===== config.mk =====
export PLATFORM = sky130hd
export DESIGN_NAME = lzwd_fe_flat
export DESIGN_NICKNAME = d
export VERILOG_FILES = /design/src/rtl/lzwd_pkg.sv /design/src/rtl/lzwd_if.sv /design/src/rtl/lzwd_fe.sv /design/src/flat_wrapper.sv
export SDC_FILE = /design/constraint.sdc
export NUM_CORES = 1
export LEC_CHECK = 0
export ABC_CLOCK_PERIOD_IN_PS = 1950
export CORE_MARGIN = 1.5
export CORE_UTILIZATION = 57
export DETAILED_ROUTE_END_ITERATION = 12
export DONT_BUFFER_PORTS = 1
export PLACE_DENSITY = 0.78
export RECOVER_POWER = 25
export SYNTH_ARGS = -nofsm -noshare
export SYNTH_HDL_FRONTEND = slang
export SYNTH_SLANG_ARGS = --single-unit
export TNS_END_PERCENT = 50

===== constraint.sdc =====
create_clock -name i_clk -period 1.95 [get_ports i_clk]
set_input_delay 0.0975 -clock i_clk [delete_from_list [all_inputs] [get_ports i_clk]]
set_output_delay 0.0975 -clock i_clk [all_outputs]
set_load 0.005 [all_outputs]

===== src/rtl/lzwd_pkg.sv =====
// Shared types and constants of the LZW decoder.
package lzwd_pkg;

    localparam int CODE_W    = 16;
    localparam int IDX_W     = 9;
    localparam int CNT_W     = 10;
    localparam int LEN_W     = 9;
    localparam int LIT_CODES = 256;
    localparam int LANES     = 8;
    localparam int LANE_W    = 3;
    localparam int DATA_W    = 64;
    localparam int BCNT_W    = 4;
    localparam int QDEPTH    = 4;
    localparam int QPTR_W    = 2;
    localparam int QCNT_W    = 3;

    typedef enum logic [1:0] {
        CMD_LOOK,
        CMD_KWK,
        CMD_ERR
    } t_cmd_kind;

    // One classified code, passed from the front end to the back end
    typedef struct packed {
        t_cmd_kind          kind;
        logic [IDX_W-1:0]   code;
        logic [IDX_W-1:0]   prev;
        logic               append;
        logic [IDX_W-1:0]   idx;
    } t_cmd;

    // One dictionary entry
    typedef struct packed {
        logic [IDX_W-1:0]   prefix;
        logic [7:0]         tail;
        logic [7:0]         head;
        logic [LEN_W-1:0]   len;
    } t_entry;

endpackage


===== src/rtl/lzwd_if.sv =====
// Request channel interfaces of the LZW decoder: codes in, decoded bytes out.
interface lzwd_in_if import lzwd_pkg::*; ();
    logic              valid;
    logic              ready;
    logic [CODE_W-1:0] code;
    logic              stream_start;

    modport source (output valid, output code, output stream_start, input ready);
    modport sink   (input valid, input code, input stream_start, output ready);
endinterface



===== src/rtl/lzwd_fe.sv =====
// Front end: accepts codes, tracks stream state and classifies each code.
module lzwd_fe import lzwd_pkg::*; #(
    parameter int DICT_ENTRIES = 512
) (
    input  logic      i_clk,
    input  logic      i_rst_n,
    lzwd_in_if.sink   i_in,
    input  logic      i_full,
    output logic      o_push,
    output t_cmd      o_cmd
);

    logic [CNT_W-1:0] r_count, n_count;
    logic [IDX_W-1:0] r_prev, n_prev;
    logic             r_halt, n_halt;
    logic             r_in_stream, n_in_stream;

    logic             accept;
    logic             cmd_valid;
    logic [CNT_W-1:0] cnt_eff;
    logic             halt_eff;
    logic             ins_eff;
    logic             not_full;
    logic             in_dict;
    logic             is_kwk;
    logic             is_lit;

    assign i_in.ready = !i_full;
    assign accept     = i_in.valid && !i_full;
    assign o_push     = accept && cmd_valid;

    always_comb begin
        // a stream start resets the entry count, the halt and the stream state before the code is handled
        cnt_eff  = i_in.stream_start ? CNT_W'(LIT_CODES) : r_count;
        halt_eff = i_in.stream_start ? 1'b0 : r_halt;
        ins_eff  = i_in.stream_start ? 1'b0 : r_in_stream;
        not_full = cnt_eff < CNT_W'(DICT_ENTRIES);
        in_dict  = i_in.code < CODE_W'(cnt_eff);
        is_kwk   = (i_in.code == CODE_W'(cnt_eff)) && not_full;
        is_lit   = i_in.code < CODE_W'(LIT_CODES);

        n_count     = cnt_eff;
        n_prev      = r_prev;
        n_halt      = halt_eff;
        n_in_stream = ins_eff;
        cmd_valid   = 1'b0;
        o_cmd.kind   = CMD_LOOK;
        o_cmd.code   = i_in.code[IDX_W-1:0];
        o_cmd.prev   = r_prev;
        o_cmd.append = 1'b0;
        o_cmd.idx    = cnt_eff[IDX_W-1:0];

        if (!halt_eff) begin
            cmd_valid = 1'b1;
            priority if (!ins_eff) begin
                if (is_lit) begin
                    o_cmd.prev  = i_in.code[IDX_W-1:0];
                    n_prev      = i_in.code[IDX_W-1:0];
                    n_in_stream = 1'b1;
                end else begin
                    o_cmd.kind  = CMD_ERR;
                    n_halt      = 1'b1;
                    n_in_stream = 1'b0;
                end
            end else if (in_dict || is_kwk) begin
                o_cmd.kind   = in_dict ? CMD_LOOK : CMD_KWK;
                o_cmd.append = not_full;
                if (not_full) begin
                    n_count = cnt_eff + 1'b1;
                end
                n_prev = i_in.code[IDX_W-1:0];
            end else begin
                o_cmd.kind  = CMD_ERR;
                n_halt      = 1'b1;
                n_in_stream = 1'b0;
            end
        end
    end

    always_ff @(posedge i_clk) begin
        if (!i_rst_n) begin
            r_count     <= CNT_W'(LIT_CODES);
            r_prev      <= '0;
            r_halt      <= 1'b0;
            r_in_stream <= 1'b0;
        end else if (accept) begin
            r_count     <= n_count;
            r_prev      <= n_prev;
            r_halt      <= n_halt;
            r_in_stream <= n_in_stream;
        end
    end

endmodule


===== src/flat_wrapper.sv =====
// flat-port wrapper written by rule: the top's interface ports become plain ports
module lzwd_fe_flat import lzwd_pkg::*;
#(
    parameter int DICT_ENTRIES = 512
)
  (i_clk, i_rst_n, i_full, o_push, o_cmd, i_in_valid, i_in_code, i_in_stream_start, i_in_ready);
  lzwd_in_if i_in_i ();
  input  logic i_clk;
  input  logic i_rst_n;
  input  logic i_full;
  output logic o_push;
  output t_cmd o_cmd;
  input wire logic [$bits(i_in_i.valid)-1:0] i_in_valid;
  input wire logic [$bits(i_in_i.code)-1:0] i_in_code;
  input wire logic [$bits(i_in_i.stream_start)-1:0] i_in_stream_start;
  output wire logic [$bits(i_in_i.ready)-1:0] i_in_ready;
  assign i_in_i.valid = i_in_valid;
  assign i_in_i.code = i_in_code;
  assign i_in_i.stream_start = i_in_stream_start;
  assign i_in_ready = i_in_i.ready;
  lzwd_fe #(.DICT_ENTRIES(DICT_ENTRIES)) u_core (.i_clk(i_clk), .i_rst_n(i_rst_n), .i_in(i_in_i), .i_full(i_full), .o_push(o_push), .o_cmd(o_cmd));
endmodule

==> results.toml <==
[run_status]
outcome = "finished, violations left"
failing_checks = "design-rule violations, negative setup slack"

[critical_path]
worstReg2RegEnd = "u_core.r_count[6]"
critPathLaunchType = "flop"
r2r.worst_path.cells = 9
worst_r2r_startpoint = "u_core.r_count[9]"
worst_setup_path_category = "flop to flop"
required_ps = 2190
crit_path_end_kind = "flop"
arrival_ps = 2540
startpoint = "u_core.r_count[9]"
worst-r2r-setup-slack_ps = -360
cp_max_fo = 5

[final_layout]
areaGrowthSynthToFinish_pct = 45.5
num-nets-final = 281
layout-drive-gt1-share_pct = 47.2
layout.core_utilization_pct = 89.1
final.fill_count = 122
antennaDiodeCount = 0

[global_routing]
groute.usage.overall_pct = 37.6
antenna_found_initial = 0
grt_start_max_net_pins = 39
gr-total-overflow = 0
grt_pass1_vias = 1874
grt_first_pass_wirelength_um = 9390

[placed_design]
globalplace.congestion = 0.952
port_buffers = 0
dp_hpwl_um = 3360

[sta]
max_clock_freq_mhz = 433
setup_viol_count_final = 24
worst-slew-pin-transition_ps = 728
finalClockSkew_ps = 8.36
final_period_demand_of_the_worst_path_ps = 2310
slew-limit-headroom_pct = 51.3
post-route-worst-setup-slack_ps = -358
rsz0062_at_grt = "true"
timing_max_transition_violations_final = 0
hold_viol = 0
final_period_utilization_pct = 118

[die]
std_cell_rows = 19
core_region_area_um2 = 2830
start_util_pct = 61.2
io-pin-count = 53
chipWidth_um = 58.1
dieHeight_um = 58.1
design.die.area_um2 = 3380

[min_path]
startpoint_of_the_lowest_slack_hold_path = "i_rst_n"
path_category_of_the_worst_min_delay_check = "primary input to flop"
min_path_cells = 2
whs_endpoint = "u_core.r_count[8]"

[synth]
post_synth_num_cell_types = 50
synth.yosys.warnings = 0
count_of_flip_flops_with_a_built_in_enable_after_synthesis = 0
number_of_instances_in_the_synthesized_netlist = 211
syn-mean-instance-area_um2 = 8.21
syn_nets = 243
synth-seq-cells = 21
sequential_fraction_of_the_synthesis_area_pct = 24.3
synth_async_sr_flop_share_pct = 0
syn_area_um2 = 1730
ys.flop_type = "dfxtp_1"

[detailed_routing]
route.detailed.wl_per_inst_um = 23.1
antenna_violating_nets_post_route = 0
detail_route.iter0.violations = 193
route.detailed.vias_per_inst = 6.67
drc_errors = 4
via_count = 1861
firstDrtPassIters = 10
wl_final_um = 6440

[cts]
cts_made_buffers = 3
cts_num_sinks = 21
cts.root.buffer_cell = "clkbuf_4"
worst_setup_hold_path_clk_slew_ps = 140
clockBufferDepth = 2
cts_htree_levels = 1
tritoncts = "built"
clk-insertion-delay-late_ps = 330

[run]
drv_cap = 0

[pwr]
power_leakage_nw = 1.05
post-layout-total-power_uw = 874
cellPowerDensity_nw_per_um2 = 347
power.ir.vdd_worst_uv = 400
layout make-up:
type | count | area, um^2 | share of cell area, %
Clock buffer | 4 | 26.3 | 1.04
Timing Repair Buffer | 50 | 445 | 17.7
Inverter | 11 | 41.3 | 1.64
Sequential cell | 21 | 433 | 17.2
Multi-Input combinational cell | 162 | 1540 | 60.9
Tap cell | 31 | 38.8 | 1.54
cells by family after synthesis:
| family | Yosys count | share of synthesized area, % |
|---|---|---|
| and+or+nand+nor | 106 | 33.9 |
| buffers and inverters | 28 | 9.32 |
| AOI/OAI and AO/OA | 24 | 12.0 |
| DFF | 21 | 24.3 |
| muxes | 20 | 12.1 |
| adders and majority gates | 11 | 7.95 |
| xor gates and xnor gates | 1 | 0.506 |
cell usage after synthesis, types with 2 or more instances:
cell type,count,share of area [%]
o21ai_0,3,0.87
clkbuf_8,2,1.6
mux2_2,7,4.6
o31ai_1,2,0.87
o2111ai_1,2,1.0
nand2_1,47,10
nand3_1,9,2.6
nor2b_2,2,1.0
nor3_1,3,0.87
o21ai_1,2,0.58
inv_1,11,2.4
clkbuf_1,4,0.87
a21oi_1,2,0.58
dfxtp_1,21,24
nor2_1,10,2.2
ha_1,11,7.9
or3_1,2,0.72
buf_4,9,3.9
mux2i_1,13,7.5
and3_1,2,0.72
buf_2,2,0.58
and4_1,2,1.0
nor2b_1,6,2.2
and2_1,3,1.1
nand2b_1,9,3.3
stage by stage:
| stage | setup TNS [ps] | area [um^2] | instances | worst slack (ps) | hold WS, ps |
|---|---|---|---|---|---|
| after floorplan | -654 | 1830 | 211 | -109 | 217 |
| after global placement | -517 | 1960 | 252 | -72.8 | 184 |
| after detailed placement | -1780 | 1960 | 252 | -154 | 192 |
| after CTS | -2990 | 2380 | 277 | -224 | 7.75 |
| after global routing | -7740 | 2520 | 279 | -506 | 20.0 |
| final | -5840 | 2520 | 279 | -358 | 19.0 |
routing by layer:
metal | up-vias | part of all wire [%] | track usage, %
met2 | 133 | 48 | 63.8
li1 | 795 | - | -
met5 | - | 0 | 0
met3 | 44 | 7.1 | 5.36
met1 | 889 | 37 | 42.2
met4 | 0 | 7.4 | 28.9
critical path, stage by stage, from the launching register on:
cell and delay (ps):
dfxtp_2 380, nand2b_4 70, ha_4 290, nand4_1 150
nor4b_4 390, a21oi_4 110, buf_6 140, o32ai_4 370
nand2b_1 170, mux2i_1 140
state kept, by name (all words and copies together) (netlist names):
register,flops
u_core.r_count,10
u_core.r_halt,1
u_core.r_prev,9
u_core.r_in_stream,1
cells in the final DEF, fill, tap and decap left out, types with 3 or more instances in the layout:
master / count
nand2_1: 45
inv_1: 10
nor2_4: 3
o21ai_0: 3
nand2b_4: 8
clkbuf_4: 3
mux2_2: 7
nor3_1: 3
nor2_1: 7
ha_4: 9
nor2b_4: 5
buf_4: 33
dfxtp_1: 11
dlygate4sd3_1: 9
mux2i_1: 11
dfxtp_2: 10
buf_6: 6
nand3_1: 8
how the worst max path moves through the flow:
stage,endpoint,slack (ps)
final,u_core.r_count[6],-360
after detailed placement,u_core.r_count[5],-150
after CTS,o_cmd[28],-220
after global routing,u_core.r_count[6],-510
after floorplan,u_core.r_in_stream,-110
after global placement,u_core.r_count[9],-70
power by group:
part           switching [mW]  internal, mW
Clock                   0.159        0.0804
Combinational           0.102         0.102
Sequential           0.000646         0.430
what timing repair did:
action                                 in CTS  in global routing
endpoints found under the hold margin      21                  0
setup buffers                              11                  2
hold buffers                               10                  0
setup endpoints to repair                  31                 31
resized for setup                          39                 22
pin swaps                                  22                 11
Power figures use the tool's default switching activity.
