## config.mk

```make
export PLATFORM = sky130hd
export DESIGN_NAME = lzwd_cq
export DESIGN_NICKNAME = d
export VERILOG_FILES = /design/src/rtl/lzwd_pkg.sv /design/src/rtl/lzwd_cq.sv
export SDC_FILE = /design/constraint.sdc
export NUM_CORES = 1
export LEC_CHECK = 0
export BUFFER_PORTS_ARGS = -buffer_cell sky130_fd_sc_hd__buf_4
export CAP_MARGIN = 5
export CELL_PAD_IN_SITES_DETAIL_PLACEMENT = 0
export CELL_PAD_IN_SITES_GLOBAL_PLACEMENT = 1
export CORE_ASPECT_RATIO = 0.75
export CORE_MARGIN = 3
export CORE_UTILIZATION = 40
export DETAILED_ROUTE_END_ITERATION = 10
export GPL_ROUTABILITY_DRIVEN = 1
export PLACE_DENSITY = 0.65
export SLEW_MARGIN = 20
export SYNTH_ARGS = -nofsm -noshare
export SYNTH_HDL_FRONTEND = slang
export SYNTH_SLANG_ARGS = --single-unit
```

## constraint.sdc

```tcl
create_clock -name i_clk -period 4.2 [get_ports i_clk]
set_input_delay 0.21 -clock i_clk [delete_from_list [all_inputs] [get_ports i_clk]]
set_output_delay 0.21 -clock i_clk [all_outputs]
set_load 0.005 [all_outputs]
```

## src/rtl/lzwd_pkg.sv

```systemverilog
// Shared types and constants of the LZW decoder.
package lzwd_pkg;

    localparam int CODE_W    = 16;
    localparam int IDX_W     = 9;
    localparam int CNT_W     = 10;
    localparam int LEN_W     = 9;
    localparam int LIT_CODES = 256;
    localparam int LANES     = 8;
    localparam int LANE_W    = 3;
    localparam int DATA_W    = 64;
    localparam int BCNT_W    = 4;
    localparam int QDEPTH    = 4;
    localparam int QPTR_W    = 2;
    localparam int QCNT_W    = 3;

    typedef enum logic [1:0] {
        CMD_LOOK,
        CMD_KWK,
        CMD_ERR
    } t_cmd_kind;

    // One classified code, passed from the front end to the back end
    typedef struct packed {
        t_cmd_kind          kind;
        logic [IDX_W-1:0]   code;
        logic [IDX_W-1:0]   prev;
        logic               append;
        logic [IDX_W-1:0]   idx;
    } t_cmd;

    // One dictionary entry
    typedef struct packed {
        logic [IDX_W-1:0]   prefix;
        logic [7:0]         tail;
        logic [7:0]         head;
        logic [LEN_W-1:0]   len;
    } t_entry;

endpackage

```

## src/rtl/lzwd_cq.sv

```systemverilog
// Command queue between the front end and the back end.
module lzwd_cq import lzwd_pkg::*; (
    input  logic i_clk,
    input  logic i_rst_n,
    input  logic i_push,
    input  t_cmd i_cmd,
    output logic o_full,
    input  logic i_pop,
    output logic o_empty,
    output t_cmd o_head
);

    t_cmd              r_mem [QDEPTH];
    logic [QPTR_W-1:0] r_wp;
    logic [QPTR_W-1:0] r_rp;
    logic [QCNT_W-1:0] r_cnt;
    logic              do_push;
    logic              do_pop;

    assign o_full  = r_cnt == QCNT_W'(QDEPTH);
    assign o_empty = r_cnt == '0;
    assign o_head  = r_mem[r_rp];
    assign do_push = i_push && !o_full;
    assign do_pop  = i_pop && !o_empty;

    always_ff @(posedge i_clk) begin
        if (do_push) begin
            r_mem[r_wp] <= i_cmd;
        end
    end

    always_ff @(posedge i_clk) begin
        if (!i_rst_n) begin
            r_wp  <= '0;
            r_rp  <= '0;
            r_cnt <= '0;
        end else begin
            if (do_push) begin
                r_wp <= r_wp + 1'b1;
            end
            if (do_pop) begin
                r_rp <= r_rp + 1'b1;
            end
            unique case ({do_push, do_pop})
                2'b10:   r_cnt <= r_cnt + 1'b1;
                2'b01:   r_cnt <= r_cnt - 1'b1;
                default: r_cnt <= r_cnt;
            endcase
        end
    end

endmodule

```

==> impl_metrics.toml, run 1 <==
[drt]
wire_per_inst_um = 17.3
drt_wl_total_um = 8450
drt_iter0_markers = 108
post-route-drc-count = 0
num_vias = 2309
dr.pass1.iters = 4
ant_nets = 0
vias_per_cell = 4.72

[sta]
fin_ws_ps = 1750
hold_viol_final = 0
period_needed_ps = 2450
tightest_slew_ps = 846
setup-tns-final_ps = 0
finalCritPeriodShare = 0.584
slew_violations = 0
finalSetupViolCount = 0
slew_headroom = 0.436
rsz0062_at_grt = "no"
finClkSkew_ps = 12.0
fmax_ghz = 0.407

[floorplanning]
io_pins = 66
start_util = 0.412
fp.dieH_um = 101
rows = 34
core_um2 = 11700
die_x_um = 133
die-area_um2 = 13400

[cts]
clkTransAtPathRegs_ps = 50
cts_root_buf = "clkbuf_16"
clock_path_buffers = 2
cts_buffers = 17
post_cts_buffers = 0
ctsHoldBuffers = 26
cts_tree = "yes"
htreeDepth = 4
numClockSinks = 129
clkLatencyLatePin_ps = 410
cts_repair_resize_count = 0

[grt]
grt-ovfl-total = 0
antenna_found_initial = 0
grt_max_degree = 31
grt_pass1_wl_um = 13300
grt_use_total = 0.136
grt_pass1_vias = 2430

[synthesis]
yosys-top-cells-area = "edfxtp_1, mux4_2, dfxtp_1"
synth_area_um2 = 4820
seq_area_frac_synth = 0.785
synth.distinct_cells = 22
yosysTopAreaCell = "edfxtp_1"
syn_area_per_cell_um2 = 23.0
ys_ff_latch = 129
yosys.area.top_type_share = 0.747
synthCells = 210
syn-num-nets = 250
yosysWarnings = 0

[final_layout]
layout_commonest_cell = "edfxtp_1"
layout_common_cells = "edfxtp_1, buf_4, mux4_2"
layout.nets = 354
drive_above_1_share = 0.407
diodes = 0
syn2layout_area_growth_pct = 31.4

[hold_path]
hp-class = "input port to register"
min_from = "i_cmd[26]"

[worst_setup_path]
crit_top_cell = "buf_4"
crit_fanout = 18
path_class = "register to primary output"
cp_data_required_time_ps = 3990
cp-start-kind = "register"
arrival_ps = 2240
cp_cell_sequence = "buf_4 > mux4_2 > buf_4"
r2r_start = "r_cnt[2]"
crit_path_end_kind = "primary output"
cp_slowest_stage_delay_ps = 630
crit_slowest_cell = "dfxtp_2"

[placement]
io_buffer_count = 65
dp_hpwl_um = 4890
pre_cts_slack_ps = 2030
gp_congestion = 0.648

[power]
ir_drop_uv = 362
leakagePower_nw = 2.18
power.density_nw_per_um2 = 612

[run_status]
status = "finished clean"

[flow_run]
cap_violations = 0
==> cell type report <==
type                    count  area (µm²)
fillers                   927        5360
clock inverters            13         168
well taps                 162         203
repair buffers             93         763
flip-flops and latches    129        3780
inverters                   6        22.5
clock buffers              19         433
multi-input cells          67         963
==> critical path: cells and delay by family (launching register included) <==
kind                   cells  cell delay, ps
muxes                      1             600
buffers and inverters      2             600
DFF                        1             630
==> Yosys cell counts (all sizes together) <==
cell     instances
a21boi           2
and2             6
buf              7
clkbuf           1
dfxtp            9
edfxtp         120
fa               1
ha               5
inv              6
mux2i            2
mux4            30
nand2            7
nand4bb          1
nor2b            2
nor3             1
nor3b            1
o21ai            5
or3              2
xnor2            1
xor2             1
==> worst paths after layout <==
path                  end  slack, ps  cells past startpoint
min          r_mem[2][26]         20                      1
min reg2reg      register        490                      2
max            o_head[24]       1750                      3
max reg2reg  r_mem[1][12]       2060                      3
==> stage by stage <==
step | area (µm²) | hold slack, ps | power (W) | utilization | cells
2_1_floorplan | 4820 | 309 | 0.00208 | - | 210
3_3_place_gp | 5480 | 413 | 0.00242 | 0.468 | 431
3_5_place_dp | 5480 | 413 | 0.00242 | 0.468 | 431
4_1_cts | 6340 | 6.16 | 0.00393 | 0.542 | 489
5_1_grt | 6340 | 6.26 | 0.00407 | 0.542 | 489
6_report | 6340 | 21.7 | 0.00388 | 0.542 | 489
==> kinds of logic after synthesis <==
kind of cell	Yosys count	share of synthesized area
flops	129	0.785
mux	32	0.144
compound gates	7	0.00830
xor+xnor	2	0.00363
simple gates	20	0.0254
buf+inv	14	0.0166
fa+ha+maj	6	0.0171
==> power breakdown <==
part / internal [W] / leakage (nW) / switching, W
registers: 0.00156 / 1.18 / 0.0000710
clock network: 0.000982 / 0.291 / 0.000502
logic: 0.000439 / 0.717 / 0.000327
total: 0.00298 / 2.18 / 0.000900
==> layer usage <==
layer,global-route usage,up-vias,share of wire
met5,0,-,0
met3,0.0534,6,0.053
met4,0.0527,0,0.0075
met1,0.176,1171,0.47
li1,-,1070,-
met2,0.208,62,0.47
==> sequential cells by signal (all words and copies together) (netlist names), named ones only <==
name,cells
r_mem,120
r_cnt,3
r_rp,2
r_wp,2
(Power assumes the default switching activity.)
==> run 2, diff against run 1 <==
clock period = 2.3 ns   (was 4.2 ns; I/O delays follow)
==> impl_metrics.toml, run 2 (synthesis gave the netlist of run 1 again) <==
[final_layout]
drive_above_1_share = 0.407
fillers = 942
largest_register_ffs = 120
layout_common_cells = "edfxtp_1, buf_4, dlygate4sd3_1"
final_cells = 501
syn2layout_area_growth_pct = 34.0
reg_top3 = "r_mem (120), r_cnt (3)"
regMostFlops = "r_mem"
layout_commonest_cell = "edfxtp_1"
layout.nets = 366
diodes = 0
fin_util = 0.553

[run_status]
status = "finished clean"

[sta]
finalSetupViolCount = 0
slew_violations = 0
finClkSkew_ps = 7.41
fmax_ghz = 0.481
slew_headroom = 0.652
hold_viol_final = 0
fin_ws_ps = 220
period_needed_ps = 2080
tightest_slew_ps = 520
setup-tns-final_ps = 0
rsz0062_at_grt = "no"
finalCritPeriodShare = 0.905

[worst_setup_path]
crit_start = "r_cnt[2]"
crit_fanout = 7
path_class = "register to register"
r2r_start = "r_cnt[2]"
reg2reg_slack_ps = 220
cp_data_required_time_ps = 2630
timing.rr.end = "r_cnt[2]"
reg2reg_depth = 9
cp-start-kind = "register"
cp-endpoint = "r_cnt[2]"
arrival_ps = 2410
crit_path_end_kind = "register"

[floorplanning]
io_pins = 66
start_util = 0.412
die_x_um = 133
core_um2 = 11700
die-area_um2 = 13400
fp.dieH_um = 101
rows = 34

[flow_run]
cap_violations = 0

[power]
p_sw_w = 0.00162
comb_power_share = 0.211
power.density_nw_per_um2 = 1100
seqPwrFrac = 0.411
intPower_w = 0.00549
pwr-share-clk = 0.378
switching_share = 0.228
leakagePower_nw = 2.25
ir_drop_uv = 582

[drt]
dr.pass1.iters = 4
num_vias = 2329
wire_per_inst_um = 16.5
vias_per_cell = 4.65
post-route-drc-count = 0
drt_wl_total_um = 8290
ant_nets = 0
drt_iter0_markers = 115

[cts]
cts_buffers = 17
cts_root_buf = "clkbuf_16"
post_cts_buffers = 0
cts_tree = "yes"
numClockSinks = 129
clock_path_buffers = 2
clkLatencyLatePin_ps = 400
clkTransAtPathRegs_ps = 50
htreeDepth = 4

[placement]
dp_hpwl_um = 4870
dpl.cell_count = 438
io_buffer_count = 65
pre_cts_slack_ps = 195
gp_congestion = 0.647

[grt]
antenna_found_initial = 0
grt_pass1_wl_um = 13400
grt_use_total = 0.136
grt-ovfl-total = 0
grt_pass1_vias = 2530
grt_max_degree = 31

[hold_path]
min_from = "i_pop"
hp-class = "input port to register"
run 2: cell count changes in the layout (fill, tap and decap cells not counted):
| cell | delta |
|---|---|
| buf_4 | +5 |
| buf_12 | +2 |
| clkinv_1 | +2 |
| inv_6 | +1 |
| clkinv_2 | -2 |
| dlygate4sd3_1 | +5 |
| clkinvlp_4 | -1 |
run 2: through the flow:
stage / total power (W) / cell area, µm² / hold WS, ps
2_1_floorplan: 0.00381 / 4820 / 214
3_3_place_gp: 0.00445 / 5550 / 317
3_5_place_dp: 0.00447 / 5550 / 320
4_1_cts: 0.00722 / 6460 / 24.6
5_1_grt: 0.00747 / 6460 / 52.2
6_report: 0.00711 / 6460 / 31.6
run 2: area by class of cell:
cell class              count  area, µm²  share of cell area
well taps                 162        203              0.0314
inverters                   6       22.5             0.00348
flip-flops and latches    129       3780               0.586
clock buffers              19        433              0.0670
multi-input cells          67        963               0.149
clock inverters            13        166              0.0257
repair buffers            105        891               0.138
run 2: what timing repair did:
| action | 4_1_cts | 5_1_grt |
|---|---|---|
| endpoints found under the hold margin | 121 | 0 |
| resized for setup | 0 | 0 |
| hold buffers | 31 | 0 |
run 2: worst min path at each step:
stage                   endpoint  slack [ps]  cells past startpoint
floorplan            r_mem[0][0]         210                      0
global placement     r_mem[3][1]         320                      1
detailed placement  r_mem[0][14]         320                      1
CTS                      r_rp[0]          20                      3
global route             r_rp[0]          50                      3
finish                   r_rp[0]          30                      3
run 2: power by group through the flow:
stage	Combinational [W]	Sequential [W]	Clock, W
after CTS	0.00154	0.00292	0.00275
after floorplan	0.000856	0.00295	0
after detailed placement	0.00150	0.00297	0
after global routing	0.00165	0.00294	0.00288
final	0.00150	0.00292	0.00269
after global placement	0.00149	0.00296	0
run 2: critical path, cell delays in order (launching register included):
cell and delay, ps:
dfxtp_1 360, nor3b_2 210, nor2b_1 160, inv_2 80, ha_1 180, inv_1 60
fa_1 370, xor2_1 160, or3_1 300, a21boi_1 130
run 2: routing by layer:
layer	wire, µm	vias to the layer above	share of wire	GRT usage
li1	-	1098	-	-
met1	3870	1169	0.47	0.175
met2	3960	58	0.48	0.208
met3	395	4	0.048	0.0594
met4	53	0	0.0064	0.0455
met5	0	-	0	0
==> run 3, diff against run 2 <==
--- a/config.mk
+++ b/config.mk
@@ -7,5 +7,4 @@
 export LEC_CHECK = 0
 export BUFFER_PORTS_ARGS = -buffer_cell sky130_fd_sc_hd__buf_4
-export CAP_MARGIN = 5
 export CELL_PAD_IN_SITES_DETAIL_PLACEMENT = 0
 export CELL_PAD_IN_SITES_GLOBAL_PLACEMENT = 1
==> constraint.sdc (replaced) <==
create_clock -name i_clk -period 2.3 [get_ports i_clk]
set_input_delay 0.23 -clock i_clk [delete_from_list [all_inputs] [get_ports i_clk]]
set_output_delay 0.23 -clock i_clk [all_outputs]
set_load 0.005 [all_outputs]
==> impl_metrics.toml, run 3 (synthesis gave the netlist of run 1 again) <==
[run_status]
status = "finished clean"

[grt]
use_met1 = 0.183
busiest_layer = "met2"
grt_max_degree = 31
antenna_found_initial = 0
use_met2 = 0.195
grt_use_met3 = 0.0529
grt_use_total = 0.135
grt_pass1_wl_um = 13000
grt_pass1_vias = 2322
grt-ovfl-total = 0

[drt]
ant_nets = 0
vias_per_cell = 4.83
wire_per_inst_um = 17.6
post-route-drc-count = 0
drt_iter0_markers = 88
num_vias = 2277
drt_wl_total_um = 8290
dr.pass1.iters = 4

[cts]
clkLatencyLatePin_ps = 400
htreeDepth = 4
clock_path_buffers = 2
cts_tree = "yes"
cts_repair_resize_count = 0
cts_buffers = 17
ctsHoldBuffers = 0
post_cts_buffers = 0
cts_root_buf = "clkbuf_16"
clkTransAtPathRegs_ps = 50
numClockSinks = 129

[sta]
tightest_slew_ps = 554
finalSetupViolCount = 0
hold_ws_ps = 24.0
fmax_ghz = 0.477
hold_viol_final = 0
slew_headroom = 0.630
period_needed_ps = 2100
setup-tns-final_ps = 0
slew_violations = 0
finClkSkew_ps = 5.59
rsz0062_at_grt = "no"
finalCritPeriodShare = 0.912

[final_layout]
fin_area_um2 = 6150
layout.nets = 336
drive_above_1_share = 0.447
fin_util = 0.525
regMostFlops = "r_mem"
syn2layout_area_growth_pct = 27.5
layout_common_cells = "edfxtp_1, buf_4, mux4_2"
largest_register_ffs = 120
reg_top3 = "r_mem (120), r_cnt (3)"
layout_commonest_cell = "edfxtp_1"
diodes = 0

[power]
p_sw_w = 0.00162
p_total_w = 0.00706
intPower_w = 0.00544
ir_drop_uv = 691
pwr-share-clk = 0.381
power.density_nw_per_um2 = 1150
comb_power_share = 0.205
seqPwrFrac = 0.413
leakagePower_nw = 2.12
switching_share = 0.230

[floorplanning]
die-area_um2 = 13400
fp.dieH_um = 101
core_um2 = 11700
rows = 34
io_pins = 66
die_x_um = 133
start_util = 0.412

[hold_path]
hp-class = "input port to register"
hold_depth = 1

[worst_setup_path]
cp-start-kind = "register"
path_class = "register to register"
arrival_ps = 2430
crit_path_end_kind = "register"
cp_data_required_time_ps = 2640
reg2reg_depth = 9
crit_fanout = 7

[placement]
postPlaceCellArea_um2 = 5550
gp_congestion = 0.630
io_buffer_count = 65
dp_hpwl_um = 5080

[flow_run]
cap_violations = 0
-- run 3: cell types whose count changed in the layout (fill, tap and decap cells not counted) --
cell,before,now
buf_12,2,1
buf_4,72,74
clkbuf_1,2,1
clkinv_1,4,6
clkinv_2,3,2
dlygate4sd3_1,31,0
-- run 3: final timing paths --
check / to / startpoint / slack [ps]
worst max register to register: r_cnt[2] / r_cnt[2] / 200
worst min register to register: register / r_rp[0] / 490
worst max-delay path: r_cnt[2] / r_cnt[2] / 200
worst min-delay path: r_mem[0][14] / i_cmd[14] / 20
-- run 3: final cells by class --
cell class,count,area (µm²)
fill,941,5550
sequential,129,3780
multi-input combinational,67,963
timing repair buffer,75,576
clock buffer,18,429
tap,162,203
clock inverter,14,169
inverter,6,22.5
-- run 3: metal layers --
| layer | routed length, µm | part of all wire | vias up |
|---|---|---|---|
| met4 | 147 | 0.018 | 0 |
| met3 | 497 | 0.060 | 15 |
| met1 | 3790 | 0.46 | 1157 |
| li1 | - | - | 1038 |
| met2 | 3860 | 0.47 | 67 |
| met5 | 0 | 0 | - |
-- run 3: through the flow --
stage               std cells  setup WS [ps]
CTS                       471            175
global route              471           60.6
detailed placement        439            202
finish                    471            203
global placement          439            253
floorplan                 210            287
-- run 3: power groups by stage --
stage / Sequential, W / Clock, W / Combinational (W)
5_1_grt: 0.00294 / 0.00287 / 0.00159
2_1_floorplan: 0.00295 / 0 / 0.000856
6_report: 0.00292 / 0.00269 / 0.00145
4_1_cts: 0.00292 / 0.00276 / 0.00150
3_5_place_dp: 0.00297 / 0 / 0.00149
3_3_place_gp: 0.00296 / 0 / 0.00148
-- run 3: critical path, stage by stage (launching register included) --
cell and delay [ps]:
dfxtp_1 370, nor3b_2 220, nor2b_1 170, inv_2 70, ha_1 180, inv_1 60, fa_1 370, xor2_1 150
or3_1 300, a21boi_1 130
